--- src/wdle_pkg.sv ---
// Shared types, constants and hash functions for the wiki dump link extractor.
// No dependencies; the front end, back end, top and testbench use scoped names.
package wdle_pkg;

	// result kinds
	localparam logic [1:0] KIND_TITLE = 2'd0;
	localparam logic [1:0] KIND_LINK  = 2'd1;
	localparam logic [1:0] KIND_END   = 2'd2;

	// pattern identifiers for tag and prefix matching
	localparam logic [2:0] PAT_PAGE  = 3'd0;
	localparam logic [2:0] PAT_TITLE = 3'd1;
	localparam logic [2:0] PAT_TEXT  = 3'd2;
	localparam logic [2:0] PAT_CAT   = 3'd3;
	localparam logic [2:0] PAT_IMG   = 3'd4;
	localparam logic [2:0] PAT_FILE  = 3'd5;

	localparam logic [7:0] CH_LT   = 8'h3C; // <
	localparam logic [7:0] CH_GT   = 8'h3E; // >
	localparam logic [7:0] CH_LBR  = 8'h5B; // [
	localparam logic [7:0] CH_RBR  = 8'h5D; // ]
	localparam logic [7:0] CH_PIPE = 8'h7C; // |

	localparam logic [15:0] COUNT_MAX = 16'hFFFF;

	// one queue entry: what the back end does with the hash for one byte
	typedef struct packed {
		logic        clr;       // zero the hash first
		logic        hash_br;   // fold in a held-back ']'
		logic        hash_byte; // fold in data
		logic        emit;      // deliver a result
		logic [1:0]  kind;
		logic [15:0] len;
		logic [7:0]  data;
	} cmd_t;

	function automatic logic [3:0] pat_len(logic [2:0] id);
		logic [3:0] n;
		begin
			case (id)
				PAT_PAGE:  n = 4'd5;
				PAT_TITLE: n = 4'd6;
				PAT_TEXT:  n = 4'd5;
				PAT_CAT:   n = 4'd9;
				PAT_IMG:   n = 4'd6;
				PAT_FILE:  n = 4'd5;
				default:   n = 4'd0;
			endcase
			return n;
		end
	endfunction

	function automatic logic [7:0] pat_char(logic [2:0] id, logic [3:0] p);
		logic [71:0] s;
		logic [7:0]  ch;
		begin
			// patterns left-aligned, first character in the top byte
			case (id)
				PAT_PAGE:  s = {"<page", 32'd0};
				PAT_TITLE: s = {"<title", 24'd0};
				PAT_TEXT:  s = {"<text", 32'd0};
				PAT_CAT:   s = "Category:";
				PAT_IMG:   s = {"Image:", 24'd0};
				PAT_FILE:  s = {"File:", 32'd0};
				default:   s = 72'd0;
			endcase
			case (p)
				4'd0: ch = s[71:64];
				4'd1: ch = s[63:56];
				4'd2: ch = s[55:48];
				4'd3: ch = s[47:40];
				4'd4: ch = s[39:32];
				4'd5: ch = s[31:24];
				4'd6: ch = s[23:16];
				4'd7: ch = s[15:8];
				4'd8: ch = s[7:0];
				default: ch = 8'h00;
			endcase
			return ch;
		end
	endfunction

	// byte b extends the match of pattern id at position p
	function automatic logic pat_hit(logic [2:0] id, logic [3:0] p, logic [7:0] b);
		return (p < pat_len(id)) && (b == pat_char(id, p));
	endfunction

	function automatic logic [5:0] hash_digit(logic [7:0] c);
		logic [7:0] f;
		logic [7:0] r;
		logic [5:0] d;
		begin
			f = c;
			if (c >= 8'd65 && c <= 8'd90) f = c + 8'd32;
			r = f;
			if (r >= 8'd144) r = r - 8'd144;
			if (r >= 8'd72) r = r - 8'd72;
			if (r >= 8'd36) r = r - 8'd36;
			if (f >= 8'd97 && f <= 8'd122) d = 6'(f - 8'd96);
			else if (f >= 8'd48 && f <= 8'd56) d = 6'(f - 8'd21);
			else if (f == 8'd57) d = 6'd36;
			else if (f == 8'd46) d = 6'd37;
			else d = r[5:0];
			return d;
		end
	endfunction

	// h * 38 + digit, mod 2^64
	function automatic logic [63:0] hash_step(logic [63:0] h, logic [7:0] c);
		return (h << 5) + (h << 2) + (h << 1) + {58'd0, hash_digit(c)};
	endfunction

endpackage

--- src/wdle_dump_if.sv ---
// Byte input channel of the link extractor: valid/ready plus one dump byte
// and the new_file flag. No dependencies.
interface wdle_dump_if;
	logic       valid;
	logic       ready;
	logic [7:0] text_byte;
	logic       new_file;

	modport source(output valid, output text_byte, output new_file, input ready);
	modport sink(input valid, input text_byte, input new_file, output ready);
endinterface

--- src/wdle_result_if.sv ---
// Result channel of the link extractor: valid/ready plus kind, hash and title length.
// No dependencies.
interface wdle_result_if;
	logic        valid;
	logic        ready;
	logic [1:0]  kind;
	logic [63:0] digest;
	logic [15:0] title_length;

	modport source(output valid, output kind, output digest, output title_length,
		input ready);
	modport sink(input valid, input kind, input digest, input title_length,
		output ready);
endinterface

--- src/wdle_queue.sv ---
// Small register FIFO between the parser and the hash back end.
// No package dependencies.
module wdle_queue #(
	parameter int WIDTH = 8,
	parameter int DEPTH = 4
) (
	input  logic             clk,
	input  logic             arst_n,
	input  logic             wr_valid,
	input  logic [WIDTH-1:0] wr_data,
	output logic             wr_ready,
	output logic             rd_valid,
	output logic [WIDTH-1:0] rd_data,
	input  logic             rd_pop
);
	localparam int AW = (DEPTH > 1) ? $clog2(DEPTH) : 1;
	localparam int CW = $clog2(DEPTH + 1);
	localparam logic [AW-1:0] LAST = AW'(DEPTH - 1);
	localparam logic [CW-1:0] FULL = CW'(DEPTH);

	logic [WIDTH-1:0] mem_q [DEPTH];
	logic [AW-1:0]    wr_ptr_q;
	logic [AW-1:0]    rd_ptr_q;
	logic [CW-1:0]    count_q;
	logic             push;
	logic             pop;

	assign wr_ready = (count_q != FULL);
	assign rd_valid = (count_q != '0);
	assign rd_data  = mem_q[rd_ptr_q];
	assign push     = wr_valid && wr_ready;
	assign pop      = rd_pop && rd_valid;

	always_ff @(posedge clk) begin
		if (push) begin
			mem_q[wr_ptr_q] <= wr_data;
		end
	end

	always_ff @(posedge clk or negedge arst_n) begin
		if (!arst_n) begin
			wr_ptr_q <= '0;
			rd_ptr_q <= '0;
			count_q  <= '0;
		end else begin
			if (push) begin
				wr_ptr_q <= (wr_ptr_q == LAST) ? '0 : wr_ptr_q + 1'b1;
			end
			if (pop) begin
				rd_ptr_q <= (rd_ptr_q == LAST) ? '0 : rd_ptr_q + 1'b1;
			end
			if (push && !pop) begin
				count_q <= count_q + 1'b1;
			end else if (pop && !push) begin
				count_q <= count_q - 1'b1;
			end
		end
	end
endmodule

--- src/wdle_front.sv ---
// Parser front end: tracks page, title, text and link context one byte per clock while
// the queue has room, and turns each byte into a hash command. Uses wdle_pkg and wdle_dump_if.
module wdle_front (
	input  logic              clk,
	input  logic              arst_n,
	wdle_dump_if.sink         dump,
	input  logic              q_ready,
	output logic              q_push,
	output wdle_pkg::cmd_t    q_cmd
);
	localparam logic [2:0] MODE_SEEK_PAGE  = 3'd0;
	localparam logic [2:0] MODE_SEEK_TITLE = 3'd1;
	localparam logic [2:0] MODE_SEEK_GT    = 3'd2;
	localparam logic [2:0] MODE_TITLE      = 3'd3;
	localparam logic [2:0] MODE_SEEK_TEXT  = 3'd4;
	localparam logic [2:0] MODE_TEXT       = 3'd5;
	localparam logic [2:0] MODE_LINK       = 3'd6;

	logic [2:0]  mode_q, mode_d;
	logic [3:0]  pos_q, pos_d;
	logic [2:0]  pfx_q, pfx_d;
	logic        pend_q, pend_d;
	logic        prev_lbr_q, prev_lbr_d;
	logic [15:0] count_q, count_d;

	logic        accept;
	logic [7:0]  b;
	logic [2:0]  m;
	logic [3:0]  p;
	logic [3:0]  p1;
	logic [2:0]  c;
	logic        done;
	wdle_pkg::cmd_t cmd;

	assign accept     = dump.valid && dump.ready;
	assign dump.ready = q_ready;
	assign b          = dump.text_byte;
	assign q_cmd      = cmd;
	assign q_push     = accept && (cmd.clr || cmd.hash_br || cmd.hash_byte || cmd.emit);

	always_comb begin
		// a new file starts from the cleared state
		m          = dump.new_file ? MODE_SEEK_PAGE : mode_q;
		mode_d     = m;
		pos_d      = dump.new_file ? 4'd0 : pos_q;
		pfx_d      = dump.new_file ? 3'd0 : pfx_q;
		pend_d     = dump.new_file ? 1'b0 : pend_q;
		prev_lbr_d = dump.new_file ? 1'b0 : prev_lbr_q;
		count_d    = dump.new_file ? 16'd0 : count_q;
		p          = pos_d;
		p1         = p + 4'd1;
		c          = pfx_d;
		done       = 1'b0;
		cmd        = '0;
		cmd.data   = b;

		case (m)
			MODE_SEEK_TITLE: begin
				if (wdle_pkg::pat_hit(wdle_pkg::PAT_TITLE, p, b)) begin
					if (p1 == wdle_pkg::pat_len(wdle_pkg::PAT_TITLE)) begin
						pos_d  = 4'd0;
						mode_d = MODE_SEEK_GT;
					end else begin
						pos_d = p1;
					end
				end else begin
					pos_d = (b == wdle_pkg::CH_LT) ? 4'd1 : 4'd0;
				end
			end
			MODE_SEEK_GT: begin
				if (b == wdle_pkg::CH_GT) begin
					mode_d  = MODE_TITLE;
					count_d = 16'd0;
					cmd.clr = 1'b1;
				end
			end
			MODE_TITLE: begin
				if (b == wdle_pkg::CH_LT) begin
					cmd.emit = 1'b1;
					cmd.kind = wdle_pkg::KIND_TITLE;
					cmd.len  = count_d;
					mode_d   = MODE_SEEK_TEXT;
					pos_d    = 4'd0;
					count_d  = 16'd0;
				end else begin
					cmd.hash_byte = 1'b1;
					if (count_d != wdle_pkg::COUNT_MAX) begin
						count_d = count_d + 16'd1;
					end
				end
			end
			MODE_SEEK_TEXT: begin
				if (wdle_pkg::pat_hit(wdle_pkg::PAT_TEXT, p, b)) begin
					if (p1 == wdle_pkg::pat_len(wdle_pkg::PAT_TEXT)) begin
						mode_d     = MODE_TEXT;
						pos_d      = 4'd0;
						pfx_d      = 3'd0;
						pend_d     = 1'b0;
						prev_lbr_d = 1'b0;
					end else begin
						pos_d = p1;
					end
				end else begin
					pos_d = (b == wdle_pkg::CH_LT) ? 4'd1 : 4'd0;
				end
			end
			MODE_TEXT: begin
				if (b == wdle_pkg::CH_LT) begin
					cmd.emit   = 1'b1;
					cmd.kind   = wdle_pkg::KIND_END;
					mode_d     = MODE_SEEK_PAGE;
					pos_d      = 4'd0;
					pfx_d      = 3'd0;
					pend_d     = 1'b0;
					prev_lbr_d = 1'b0;
					count_d    = 16'd0;
				end else if (b == wdle_pkg::CH_LBR && prev_lbr_d) begin
					mode_d     = MODE_LINK;
					pos_d      = 4'd0;
					pfx_d      = 3'b111;
					pend_d     = 1'b0;
					prev_lbr_d = 1'b0;
					cmd.clr    = 1'b1;
				end else begin
					prev_lbr_d = (b == wdle_pkg::CH_LBR);
				end
			end
			MODE_LINK: begin
				if (b == wdle_pkg::CH_LT) begin
					// a tag inside a link ends the page text
					cmd.emit   = 1'b1;
					cmd.kind   = wdle_pkg::KIND_END;
					mode_d     = MODE_SEEK_PAGE;
					pos_d      = 4'd0;
					pfx_d      = 3'd0;
					pend_d     = 1'b0;
					prev_lbr_d = 1'b0;
					count_d    = 16'd0;
				end else begin
					if (pend_d) begin
						pend_d = 1'b0;
						if (b == wdle_pkg::CH_RBR) begin
							cmd.emit = 1'b1;
							cmd.kind = wdle_pkg::KIND_LINK;
							done     = 1'b1;
						end else begin
							cmd.hash_br = 1'b1;
						end
					end
					if (!done && b == wdle_pkg::CH_PIPE) begin
						cmd.emit = 1'b1;
						cmd.kind = wdle_pkg::KIND_LINK;
						done     = 1'b1;
					end
					if (done) begin
						mode_d     = MODE_TEXT;
						pos_d      = 4'd0;
						pfx_d      = 3'd0;
						prev_lbr_d = 1'b0;
					end else if (b == wdle_pkg::CH_RBR) begin
						// hold the bracket until the next byte shows whether it closes
						pend_d = 1'b1;
						pfx_d  = 3'd0;
					end else begin
						cmd.hash_byte = 1'b1;
						if (c != 3'd0) begin
							if (c[0] && !wdle_pkg::pat_hit(wdle_pkg::PAT_CAT, p, b)) c[0] = 1'b0;
							if (c[1] && !wdle_pkg::pat_hit(wdle_pkg::PAT_IMG, p, b)) c[1] = 1'b0;
							if (c[2] && !wdle_pkg::pat_hit(wdle_pkg::PAT_FILE, p, b)) c[2] = 1'b0;
							pfx_d = c;
							pos_d = (c != 3'd0) ? p1 : 4'd0;
							if (c[0] && p1 == wdle_pkg::pat_len(wdle_pkg::PAT_CAT)) begin
								cmd.emit   = 1'b1;
								cmd.kind   = wdle_pkg::KIND_END;
								mode_d     = MODE_SEEK_PAGE;
								pos_d      = 4'd0;
								pfx_d      = 3'd0;
								prev_lbr_d = 1'b0;
								count_d    = 16'd0;
							end else if ((c[1] && p1 == wdle_pkg::pat_len(wdle_pkg::PAT_IMG))
								|| (c[2] && p1 == wdle_pkg::pat_len(wdle_pkg::PAT_FILE))) begin
								mode_d     = MODE_TEXT;
								pos_d      = 4'd0;
								pfx_d      = 3'd0;
								prev_lbr_d = 1'b0;
							end
						end
					end
				end
			end
			default: begin
				mode_d = MODE_SEEK_PAGE;
				if (wdle_pkg::pat_hit(wdle_pkg::PAT_PAGE, p, b)) begin
					if (p1 == wdle_pkg::pat_len(wdle_pkg::PAT_PAGE)) begin
						pos_d  = 4'd0;
						mode_d = MODE_SEEK_TITLE;
					end else begin
						pos_d = p1;
					end
				end else begin
					pos_d = (b == wdle_pkg::CH_LT) ? 4'd1 : 4'd0;
				end
			end
		endcase
	end

	always_ff @(posedge clk or negedge arst_n) begin
		if (!arst_n) begin
			mode_q     <= MODE_SEEK_PAGE;
			pos_q      <= 4'd0;
			pfx_q      <= 3'd0;
			pend_q     <= 1'b0;
			prev_lbr_q <= 1'b0;
			count_q    <= 16'd0;
		end else if (accept) begin
			mode_q     <= mode_d;
			pos_q      <= pos_d;
			pfx_q      <= pfx_d;
			pend_q     <= pend_d;
			prev_lbr_q <= prev_lbr_d;
			count_q    <= count_d;
		end
	end
endmodule

--- src/wdle_back.sv ---
// Hash back end: applies queued commands to the running base-38 hash and
// drives the registered result channel. Uses wdle_pkg and wdle_result_if.
module wdle_back (
	input  logic              clk,
	input  logic              arst_n,
	input  logic              head_valid,
	input  wdle_pkg::cmd_t    head,
	output logic              pop,
	wdle_result_if.source     result
);
	logic [63:0] hash_q, hash_d;
	logic        br_done_q, br_done_d;
	logic        out_valid_q;
	logic [1:0]  kind_q;
	logic [63:0] value_q;
	logic [15:0] len_q;
	logic [63:0] h_base;
	logic        out_free;
	logic        load_out;

	assign h_base   = head.clr ? 64'd0 : hash_q;
	assign out_free = !out_valid_q || result.ready;
	assign load_out = pop && head.emit;

	assign result.valid        = out_valid_q;
	assign result.kind         = kind_q;
	assign result.digest       = value_q;
	assign result.title_length = len_q;

	always_comb begin
		pop       = 1'b0;
		hash_d    = hash_q;
		br_done_d = br_done_q;
		if (head_valid) begin
			if (head.hash_br && !br_done_q) begin
				// fold the held-back bracket first, keep the entry for the byte
				hash_d    = wdle_pkg::hash_step(h_base, wdle_pkg::CH_RBR);
				br_done_d = 1'b1;
			end else if (!head.emit || out_free) begin
				pop       = 1'b1;
				br_done_d = 1'b0;
				hash_d    = head.hash_byte ? wdle_pkg::hash_step(h_base, head.data) : h_base;
			end
		end
	end

	always_ff @(posedge clk) begin
		if (load_out) begin
			kind_q  <= head.kind;
			value_q <= (head.kind == wdle_pkg::KIND_END) ? 64'd0 : h_base;
			len_q   <= (head.kind == wdle_pkg::KIND_TITLE) ? head.len : 16'd0;
		end
	end

	always_ff @(posedge clk or negedge arst_n) begin
		if (!arst_n) begin
			hash_q      <= 64'd0;
			br_done_q   <= 1'b0;
			out_valid_q <= 1'b0;
		end else begin
			hash_q    <= hash_d;
			br_done_q <= br_done_d;
			if (load_out) begin
				out_valid_q <= 1'b1;
			end else if (result.ready) begin
				out_valid_q <= 1'b0;
			end
		end
	end
endmodule

--- src/wiki_dump_link_extractor.sv ---
// Top level of the wiki dump link extractor: parser front end, command queue,
// hash back end. Uses wdle_pkg, wdle_dump_if, wdle_result_if and the three submodules.
//
// Takes one dump byte per clock whenever the command queue (QUEUE_DEPTH entries) has
// room and emits title hashes, link hashes and page-end markers. The parser decides
// every byte combinationally; the back end folds one byte into the 64-bit hash per
// cycle while no result waits for the output register, except that a byte following
// a lone ']' inside a link is folded as the held bracket first and then the byte.
// A result is registered: the command for the byte that caused it passes through the
// queue into the back end's output register; the queue absorbs result stalls before
// input is held off.
module wiki_dump_link_extractor #(
	parameter int QUEUE_DEPTH = 4
) (
	input  logic          clk,
	input  logic          arst_n,
	wdle_dump_if.sink     dump,
	wdle_result_if.source result
);
	localparam int CMD_W = $bits(wdle_pkg::cmd_t);

	logic             q_ready;
	logic             q_push;
	wdle_pkg::cmd_t   q_cmd;
	logic             head_valid;
	logic [CMD_W-1:0] head_bits;
	wdle_pkg::cmd_t   head;
	logic             pop;

	assign head = wdle_pkg::cmd_t'(head_bits);

	wdle_front u_front (
		.clk     (clk),
		.arst_n  (arst_n),
		.dump    (dump),
		.q_ready (q_ready),
		.q_push  (q_push),
		.q_cmd   (q_cmd)
	);

	wdle_queue #(
		.WIDTH (CMD_W),
		.DEPTH (QUEUE_DEPTH)
	) u_queue (
		.clk      (clk),
		.arst_n   (arst_n),
		.wr_valid (q_push),
		.wr_data  (CMD_W'(q_cmd)),
		.wr_ready (q_ready),
		.rd_valid (head_valid),
		.rd_data  (head_bits),
		.rd_pop   (pop)
	);

	wdle_back u_back (
		.clk        (clk),
		.arst_n     (arst_n),
		.head_valid (head_valid),
		.head       (head),
		.pop        (pop),
		.result     (result)
	);
endmodule

--- src/flat_wrapper.sv ---
// flat-port wrapper written by rule: the top's interface ports become plain ports
module wiki_dump_link_extractor_flat 
#(
	parameter int QUEUE_DEPTH = 4
)
  (clk, arst_n, dump_valid, dump_text_byte, dump_new_file, dump_ready, result_valid, result_kind, result_digest, result_title_length, result_ready);
  wdle_dump_if dump_i ();
  wdle_result_if result_i ();
  input  logic clk;
  input  logic arst_n;
  input wire logic [$bits(dump_i.valid)-1:0] dump_valid;
  input wire logic [$bits(dump_i.text_byte)-1:0] dump_text_byte;
  input wire logic [$bits(dump_i.new_file)-1:0] dump_new_file;
  output wire logic [$bits(dump_i.ready)-1:0] dump_ready;
  output wire logic [$bits(result_i.valid)-1:0] result_valid;
  output wire logic [$bits(result_i.kind)-1:0] result_kind;
  output wire logic [$bits(result_i.digest)-1:0] result_digest;
  output wire logic [$bits(result_i.title_length)-1:0] result_title_length;
  input wire logic [$bits(result_i.ready)-1:0] result_ready;
  assign dump_i.valid = dump_valid;
  assign dump_i.text_byte = dump_text_byte;
  assign dump_i.new_file = dump_new_file;
  assign dump_ready = dump_i.ready;
  assign result_valid = result_i.valid;
  assign result_kind = result_i.kind;
  assign result_digest = result_i.digest;
  assign result_title_length = result_i.title_length;
  assign result_i.ready = result_ready;
  wiki_dump_link_extractor #(.QUEUE_DEPTH(QUEUE_DEPTH)) u_core (.clk(clk), .arst_n(arst_n), .dump(dump_i), .result(result_i));
endmodule
--- config.mk ---
export PLATFORM = sky130hd
export DESIGN_NAME = wiki_dump_link_extractor_flat
export DESIGN_NICKNAME = d
export VERILOG_FILES = /design/src/wdle_pkg.sv /design/src/wdle_dump_if.sv /design/src/wdle_result_if.sv /design/src/wdle_queue.sv /design/src/wdle_front.sv /design/src/wdle_back.sv /design/src/wiki_dump_link_extractor.sv /design/src/flat_wrapper.sv
export SDC_FILE = /design/constraint.sdc
export NUM_CORES = 1
export LEC_CHECK = 0
export BUFFER_PORTS_ARGS = -buffer_cell sky130_fd_sc_hd__buf_2
export CAP_MARGIN = 20
export CELL_PAD_IN_SITES_DETAIL_PLACEMENT = 0
export CELL_PAD_IN_SITES_GLOBAL_PLACEMENT = 1
export CORE_UTILIZATION = 34
export DETAILED_ROUTE_END_ITERATION = 6
export PLACE_DENSITY_LB_ADDON = 0.1
export SYNTH_ARGS = -nofsm -noshare
export SYNTH_HDL_FRONTEND = slang
export SYNTH_SLANG_ARGS = --single-unit
--- constraint.sdc ---
create_clock -name clk -period 9.6 [get_ports clk]
set_clock_uncertainty 0.05 [all_clocks]
set_input_delay 0.48 -clock clk [delete_from_list [all_inputs] [get_ports clk]]
set_output_delay 0.48 -clock clk [all_outputs]
set_load 0.005 [all_outputs]
---- Word level (Yosys, flattened, before mapping) ----
Memory sizes are Yosys's and may differ from the RTL's.
Index checks and enable logic that the tools add are counted.
operators by class
  add/subtract/negate cells ............... 17
  multiply operators ...................... 0
  div/mod/pow operators ................... 0
  order comparisons ....................... 16
  equality and inequality tests ........... 35
  shift-type cells ........................ 0
  multiplexer cells ....................... 210
  bitwise logic cells ..................... 0
  reduce and logical (&&, ||, !) cells .... 52
operators with widths
  cell                                                                                 count
  64-bit two-way mux                                                                   4
  8-bit two-way mux                                                                    32
  16-bit two-way mux                                                                   11
  4-bit two-way mux                                                                    36
  64-bit by 6-bit adder with 64-bit output                                             2
  64-bit adder                                                                         2
  3-bit two-way mux                                                                    35
  7-bit one-hot mux with 5 select lines                                                3
  6-bit two-way mux                                                                    11
  16-bit one-hot mux with 4 select lines                                               1
  7-bit one-hot mux with 9 select lines                                                1
  1-bit two-way mux                                                                    62
  8-bit == test                                                                        6
  7-bit one-hot mux with 6 select lines                                                1
  8-bit by 6-bit == test with 1-bit output, second input constant                      4
  7-bit one-hot mux with 4 select lines                                                1
  1-bit logical AND                                                                    25
  4-bit by 3-bit == test with 1-bit output, second input constant                      6
  8-bit by 7-bit == test with 1-bit output, second input constant                      3
  8-bit by 6-bit greater-or-equal comparator with 1-bit output, second input constant  3
  8-bit by 7-bit greater-or-equal comparator with 1-bit output, second input constant  3
  4-bit less-than comparator                                                           6
  4-bit one-hot mux with 6 select lines                                                1
  19-bit two-way mux                                                                   1
  36 further kinds                                                                     70
storage, ports and cells
  flip-flop bits (word level) ............. 183
  bits in latches ......................... 0
  bits in writable memories ............... 120
  bits in read-only memories .............. 0
  input bits .............................. 13
  output and inout port bits .............. 84
  word-level logic and storage cells ...... 346
  memories kept ........................... 1
memory list
  name                  words  bits a word  rd ports  clocked after Yosys merged registers in  wr ports  line              source
  u_core.u_queue.mem_q  4      30           1         0                                        1         wdle_queue.sv:21  logic [WIDTH-1:0] mem_q [DEPTH];

---- Logic depth before layout (Yosys ltp) ----
  depth after elaboration ................. 39
  gate-level depth with buffers ........... 42

---- Hierarchy ----
From an unflattened synthesis, not the netlist that was laid out.
second synthesis, totals
  cells, all modules ...................... 2662
  area, all modules ....................... 24549.8 sq um
by module, submodules not included
  module      instances  cells an instance  area an instance (sq um)  seq. area each (sq um)
  wdle_back   1          1944               16019.1                   4113.9
  wdle_queue  1          194                4809.6                    3778.6
  wdle_front  1          524                3721.1                    700.7

---- Worst setup path before layout ----
No wires, ideal clock.
  kind .................................... register to register
  start ................................... register u_core.u_queue.rd_ptr_q[1]
  end ..................................... register u_core.u_back.hash_q[52]
  setup time .............................. 121 ps
  data arrival time ....................... 7938 ps
  required time ........................... 9429 ps
  path slack .............................. 1491 ps
  stages on the path, launching flop included .. 42
  path buffers ............................ 2
  period minus slack after synthesis ...... 8109 ps
  cells stage by stage .................... dfrtp_1 > clkbuf_1 > buf_1 > mux4_2 > inv_1 > ha_1 > or4b_1 > o221ai_1 > nand2_1 > inv_1 > ha_1 > nand2_1 > o31ai_1 > o211ai_1 > o21ai_1 > xnor2_1 > ha_1 > inv_1 > [6 not listed] > ha_1 > nand2_1 > a31oi_1 > nor3_1 > o21ai_0 > ha_1 > a21o_1 > a21oi_1 > o21bai_1 > a21oi_1 > nand2b_1 > or3_1 > nor2_1 > nand4_1 > nor4_1 > xnor2_1 > a221oi_1 > a22o_1
on the way
  longest elaborated chain between the ends .. 30
RTL lines
  item                                                                                                                                       line              source
  start: declaration                                                                                                                         wdle_queue.sv:23  logic [AW-1:0] rd_ptr_q;
  start signal: assignment                                                                                                                   wdle_queue.sv:50  rd_ptr_q <= (rd_ptr_q == LAST) ? '0 : rd_ptr_q + 1'b1;
  memory read 4 x 30 bit *                                                                                                                   n/a
  8-bit by 7-bit greater-or-equal comparator with 1-bit output or 8-bit by 7-bit less-or-equal comparator with 1-bit output (tied branches)  wdle_pkg.sv:94    if (c >= 8'd65 && c <= 8'd90) f = c + 8'd32;
  1-bit logical AND                                                                                                                          wdle_pkg.sv:94
  8-bit two-way mux                                                                                                                          wdle_pkg.sv:94
  8-bit two-way mux                                                                                                                          wdle_back.sv:39   end else if (!head.emit || out_free) begin
  8-bit two-way mux                                                                                                                          wdle_back.sv:35   if (head.hash_br && !br_done_q) begin
  8-bit two-way mux                                                                                                                          wdle_back.sv:34   if (head_valid) begin
  8-bit subtractor or 8-bit greater-or-equal comparator (tied branches)                                                                      wdle_pkg.sv:96    if (r >= 8'd144) r = r - 8'd144;
  [14 not listed]                                                                                                                            n/a
  6-bit two-way mux                                                                                                                          wdle_pkg.sv:99    if (f >= 8'd97 && f <= 8'd122) d = 6'(f - 8'd96);
  6-bit two-way mux                                                                                                                          wdle_back.sv:39
  6-bit two-way mux                                                                                                                          wdle_back.sv:35
  6-bit two-way mux                                                                                                                          wdle_back.sv:34
  64-bit by 6-bit adder with 64-bit output                                                                                                   wdle_pkg.sv:110   return (h << 5) + (h << 2) + (h << 1) + {58'd0, hash_digit(c)};
  64-bit two-way mux                                                                                                                         wdle_back.sv:42   hash_d = head.hash_byte ? wdle_pkg::hash_step(h_base, head.data) : h_base;
  64-bit two-way mux                                                                                                                         wdle_back.sv:39
  64-bit two-way mux                                                                                                                         wdle_back.sv:35
  end signal: assignment                                                                                                                     wdle_back.sv:61   hash_q <= hash_d;
  end: declaration                                                                                                                           wdle_back.sv:11   logic [63:0] hash_q, hash_d;
Every way passes the cells marked *; elsewhere a longest branch is shown, timed or not. The select of a mux whose other input is x is not followed.
A chain may end at the register's enable or synchronous reset.

---- Final worst setup path ----
  start ................................... register u_core.u_queue.rd_ptr_q[0]
  end ..................................... register u_core.u_back.hash_q[62]
The elaborated chain is that of the path after synthesis.

==> run summary <==
Crit Path Max Fanout = 9
Largest net degree at the start of global routing = 71
HPWL Detailed = 63.50 mm
Num rows = 98
Clk sinks = 303
Placed Instances = 3621
CP most frequent cell = ha_1
Core Region = 71610 um2
Outcome = complete, no violations
Syn. warnings = 0
CTS max path bufs = 3
Total global routing overflow = 0
P per Cell Area = 179.9 nW/um2
Commonest cells after routing, fill and taps aside = nand2_1 (264), nor2_1 (236), edfxtp_1 (202)
Number of synthesized flops with an enable pin = 202
Synth async-reset ratio = 33.33%
Starting DRT DRC Count = 1758
Initial Util = 34.43%
# diodes = 0
Slowest stage delay, CP = 590 ps
Total Routing Usage GR = 22.64%
Pleak = 10.50 nW
CTS tree = done
Final Critical Period = 8818 ps
Pins Over Slew Limit = 0
Sw Ratio = 37.22%
Post-Layout Cell Count = 3698
Chip width = 271.3 um
First-pass GRT wire length = 129.6 mm
WP data arrival = 9260 ps
DR vias = 21101
CTS H-Tree Depth = 2
Register area share after synthesis = 34.86%
Vias in the first global route = 21032
GPL Wtd Cong = 0.8954
Crit. End Element = flop
Commonest non-fill, non-tap cell in the layout = nand2_1
Fin nets = 2884
Port buffer count = 96
Detail Route Antenna Nets = 0
Slowest-stage cell, CP = mux4_2
Residual DRC = 0
Fmax = 113.4 MHz
Cell Area, Placed = 26070 um2
Syn_nets = 2843
P_sw = 0.001845 W
Required @ worst endpoint = 10050 ps
Max-cap viol count = 0
Register share of total power = 32.1%
Synth Cell Area = 24650 um2
Hold slack = 178.6 ps
Root Driver = clkbuf_16
Ys flop type = edfxtp_1
Worst setup SP type = flop
Critical path class = reg2reg
FF+latch count, synth = 303
Average wire per standard cell = 22.77 um
Share of cells above drive strength 1 = 12.63%
Die area = 73590 um2
Slew @ Worst Pin = 1053 ps
First drt pass iteration count = 6
Int Power = 0.003113 W
Synthesis-to-layout area growth = 11.80%
Hold Crit Class = in2reg
Worst setup margin = 782.0 ps
Initial antenna violation count = 1
Cells after synthesis = 2675
Die Ht = 271.3 um
Gate power share = 34.9%
Final wirelength = 84.22 mm
Clk network pwr share = 33.1%
Worst-skew pair later-pin latency = 600 ps
Place WS = 439.7 ps
Final Hold Viols = 0
Endpoints failing setup = 0
IO Pins = 97
Final period util = 91.85%
Post-route design area = 27560 um2
CTS Buf Count = 40
Avg Cell Area, Syn = 9.216 um2
Clock Pin Slew Worst Setup and Hold Paths = 60 ps
Max VDD drop = 133.0 uV
Max transition margin = 29.82%
Distinct cells, synth = 117
Routed vias/inst = 5.706
[final timing paths]
path | endpoint | from | slack [ps] | cells past startpoint
worst min-delay path | u_core.u_queue.mem_q[2][7]$_DFFE_PP_ | dump_text_byte[7] | 180 | 1
min in group asynchronous | u_core.u_front.count_q[13]$_DFFE_PN0P_ | arst_n | 500 | 2
worst max register to register | u_core.u_back.hash_q[62]$_DFFE_PN0P_ | u_core.u_queue.rd_ptr_q[0]$_DFFE_PN0P_ | 780 | 39
worst max-delay path | u_core.u_back.hash_q[62]$_DFFE_PN0P_ | u_core.u_queue.rd_ptr_q[0]$_DFFE_PN0P_ | 780 | 39
max in group asynchronous | u_core.u_queue.rd_ptr_q[0]$_DFFE_PN0P_ | arst_n | 7630 | 3
worst min register to register | u_core.u_back.hash_q[28]$_DFFE_PN0P_ | u_core.u_back.hash_q[28]$_DFFE_PN0P_ | 420 | 2
[cell usage after synthesis, drive strengths merged (13+ instances only)]
cell type	n	area, um2
and3	19	123.9
fa	61	1221
nand2b	18	120.1
edfxtp	202	6066
a31oi	23	156.4
nand3	56	290.3
a21o	27	202.7
and2	89	556.8
a21oi	191	982.2
o21a	33	249.0
nor2	241	909.6
dfrtp	101	2527
or3	39	254.0
a211oi	53	450.4
a22oi	21	157.7
xor2	51	454.2
mux2i	13	130.1
buf	54	279.0
or2	13	81.33
nor3	81	456.7
nand2	268	1013
ha	94	1176
mux4	27	608.1
xnor2	119	1102
clkbuf	83	312.8
o211ai	29	217.7
inv	73	274.0
nor4	32	212.7
o21ai	175	902.1
nor2b	73	456.7
nand4	75	488.0
o31ai	15	112.6
and4	19	166.4
a221oi	13	155.1
[critical path: cells and delay by family, from the launching register on]
family / cells / cell delay, ps
xor gates and xnor gates: 2 / 330
buffers and inverters: 4 / 470
and+or+nand+nor: 12 / 2960
AOI/OAI and AO/OA: 14 / 2410
adders and majority gates: 5 / 1180
DFF: 1 / 530
muxes: 2 / 780
[power by group through the flow]
stage | clock, W | combinational, W | sequential (W)
floorplan | 0 | 0.00127 | 0.00157
global placement | 0 | 0.00172 | 0.00161
detailed placement | 0 | 0.00174 | 0.00162
CTS | 0.00169 | 0.00174 | 0.00159
global route | 0.00173 | 0.00192 | 0.00161
finish | 0.00164 | 0.00173 | 0.00159
[sequential cells by signal, indices dropped and copies added (netlist names)]
| name | cells |
|---|---|
| u_core.u_queue.rd_ptr_q | 2 |
| u_core.u_queue.wr_ptr_q | 2 |
| u_core.u_back.result.valid | 1 |
| u_core.u_back.hash_q | 64 |
| u_core.u_queue.mem_q | 120 |
| u_core.u_back.br_done_q | 1 |
| u_core.u_back.result.digest | 64 |
| u_core.u_back.result.kind | 2 |
| u_core.u_front.count_q | 16 |
| u_core.u_front.pend_q | 1 |
| u_core.u_front.mode_q | 3 |
| u_core.u_front.pfx_q | 3 |
| u_core.u_front.pos_q | 4 |
| u_core.u_front.prev_lbr_q | 1 |
| u_core.u_back.result.title_length | 16 |
| u_core.u_queue.count_q | 3 |
[layer usage]
layer  vias to the layer above  global-route usage (%)  part of all wire (%)
met2                       511                   37.00                    47
met5                         -                       0                     0
met4                         0                   6.727                   2.8
li1                      10050                       -                     -
met3                       113                   3.123                   4.6
met1                     10427                   31.04                    46
[area by class of cell]
| type | count | area (um2) |
|---|---|---|
| Clock buffer | 53 | 1111 |
| Fill cell | 7250 | 44040 |
| Multi-Input combinational cell | 2162 | 15290 |
| Inverter | 73 | 274.0 |
| Sequential cell | 303 | 8597 |
| Timing Repair Buffer | 136 | 785.8 |
| Tap cell | 950 | 1189 |
| Clock inverter | 21 | 321.6 |
[cell families after synthesis]
logic type      Yosys count  synth area share [%]
mux                      51                 3.497
flops                   303                 34.86
simple gates           1075                 22.66
fa+ha+maj               155                 9.724
xor+xnor                170                 6.313
compound gates          711                 19.44
buf+inv                 210                 3.512
[metrics by stage]
stage	TNS (ps)	utilization [%]	total power, W
global route	-22.87	38.49	0.005262
floorplan	0	-	0.002847
global placement	0	36.40	0.003336
detailed placement	0	36.40	0.003352
finish	0	38.49	0.004958
CTS	0	38.42	0.005023
[timing repair]
action,in CTS,in global routing
hold buffers,1,0
resized for setup,0,9
hold endpoints to repair,31,0
setup endpoints to repair,0,18
setup buffers,0,2
(Power assumes the default switching activity.)
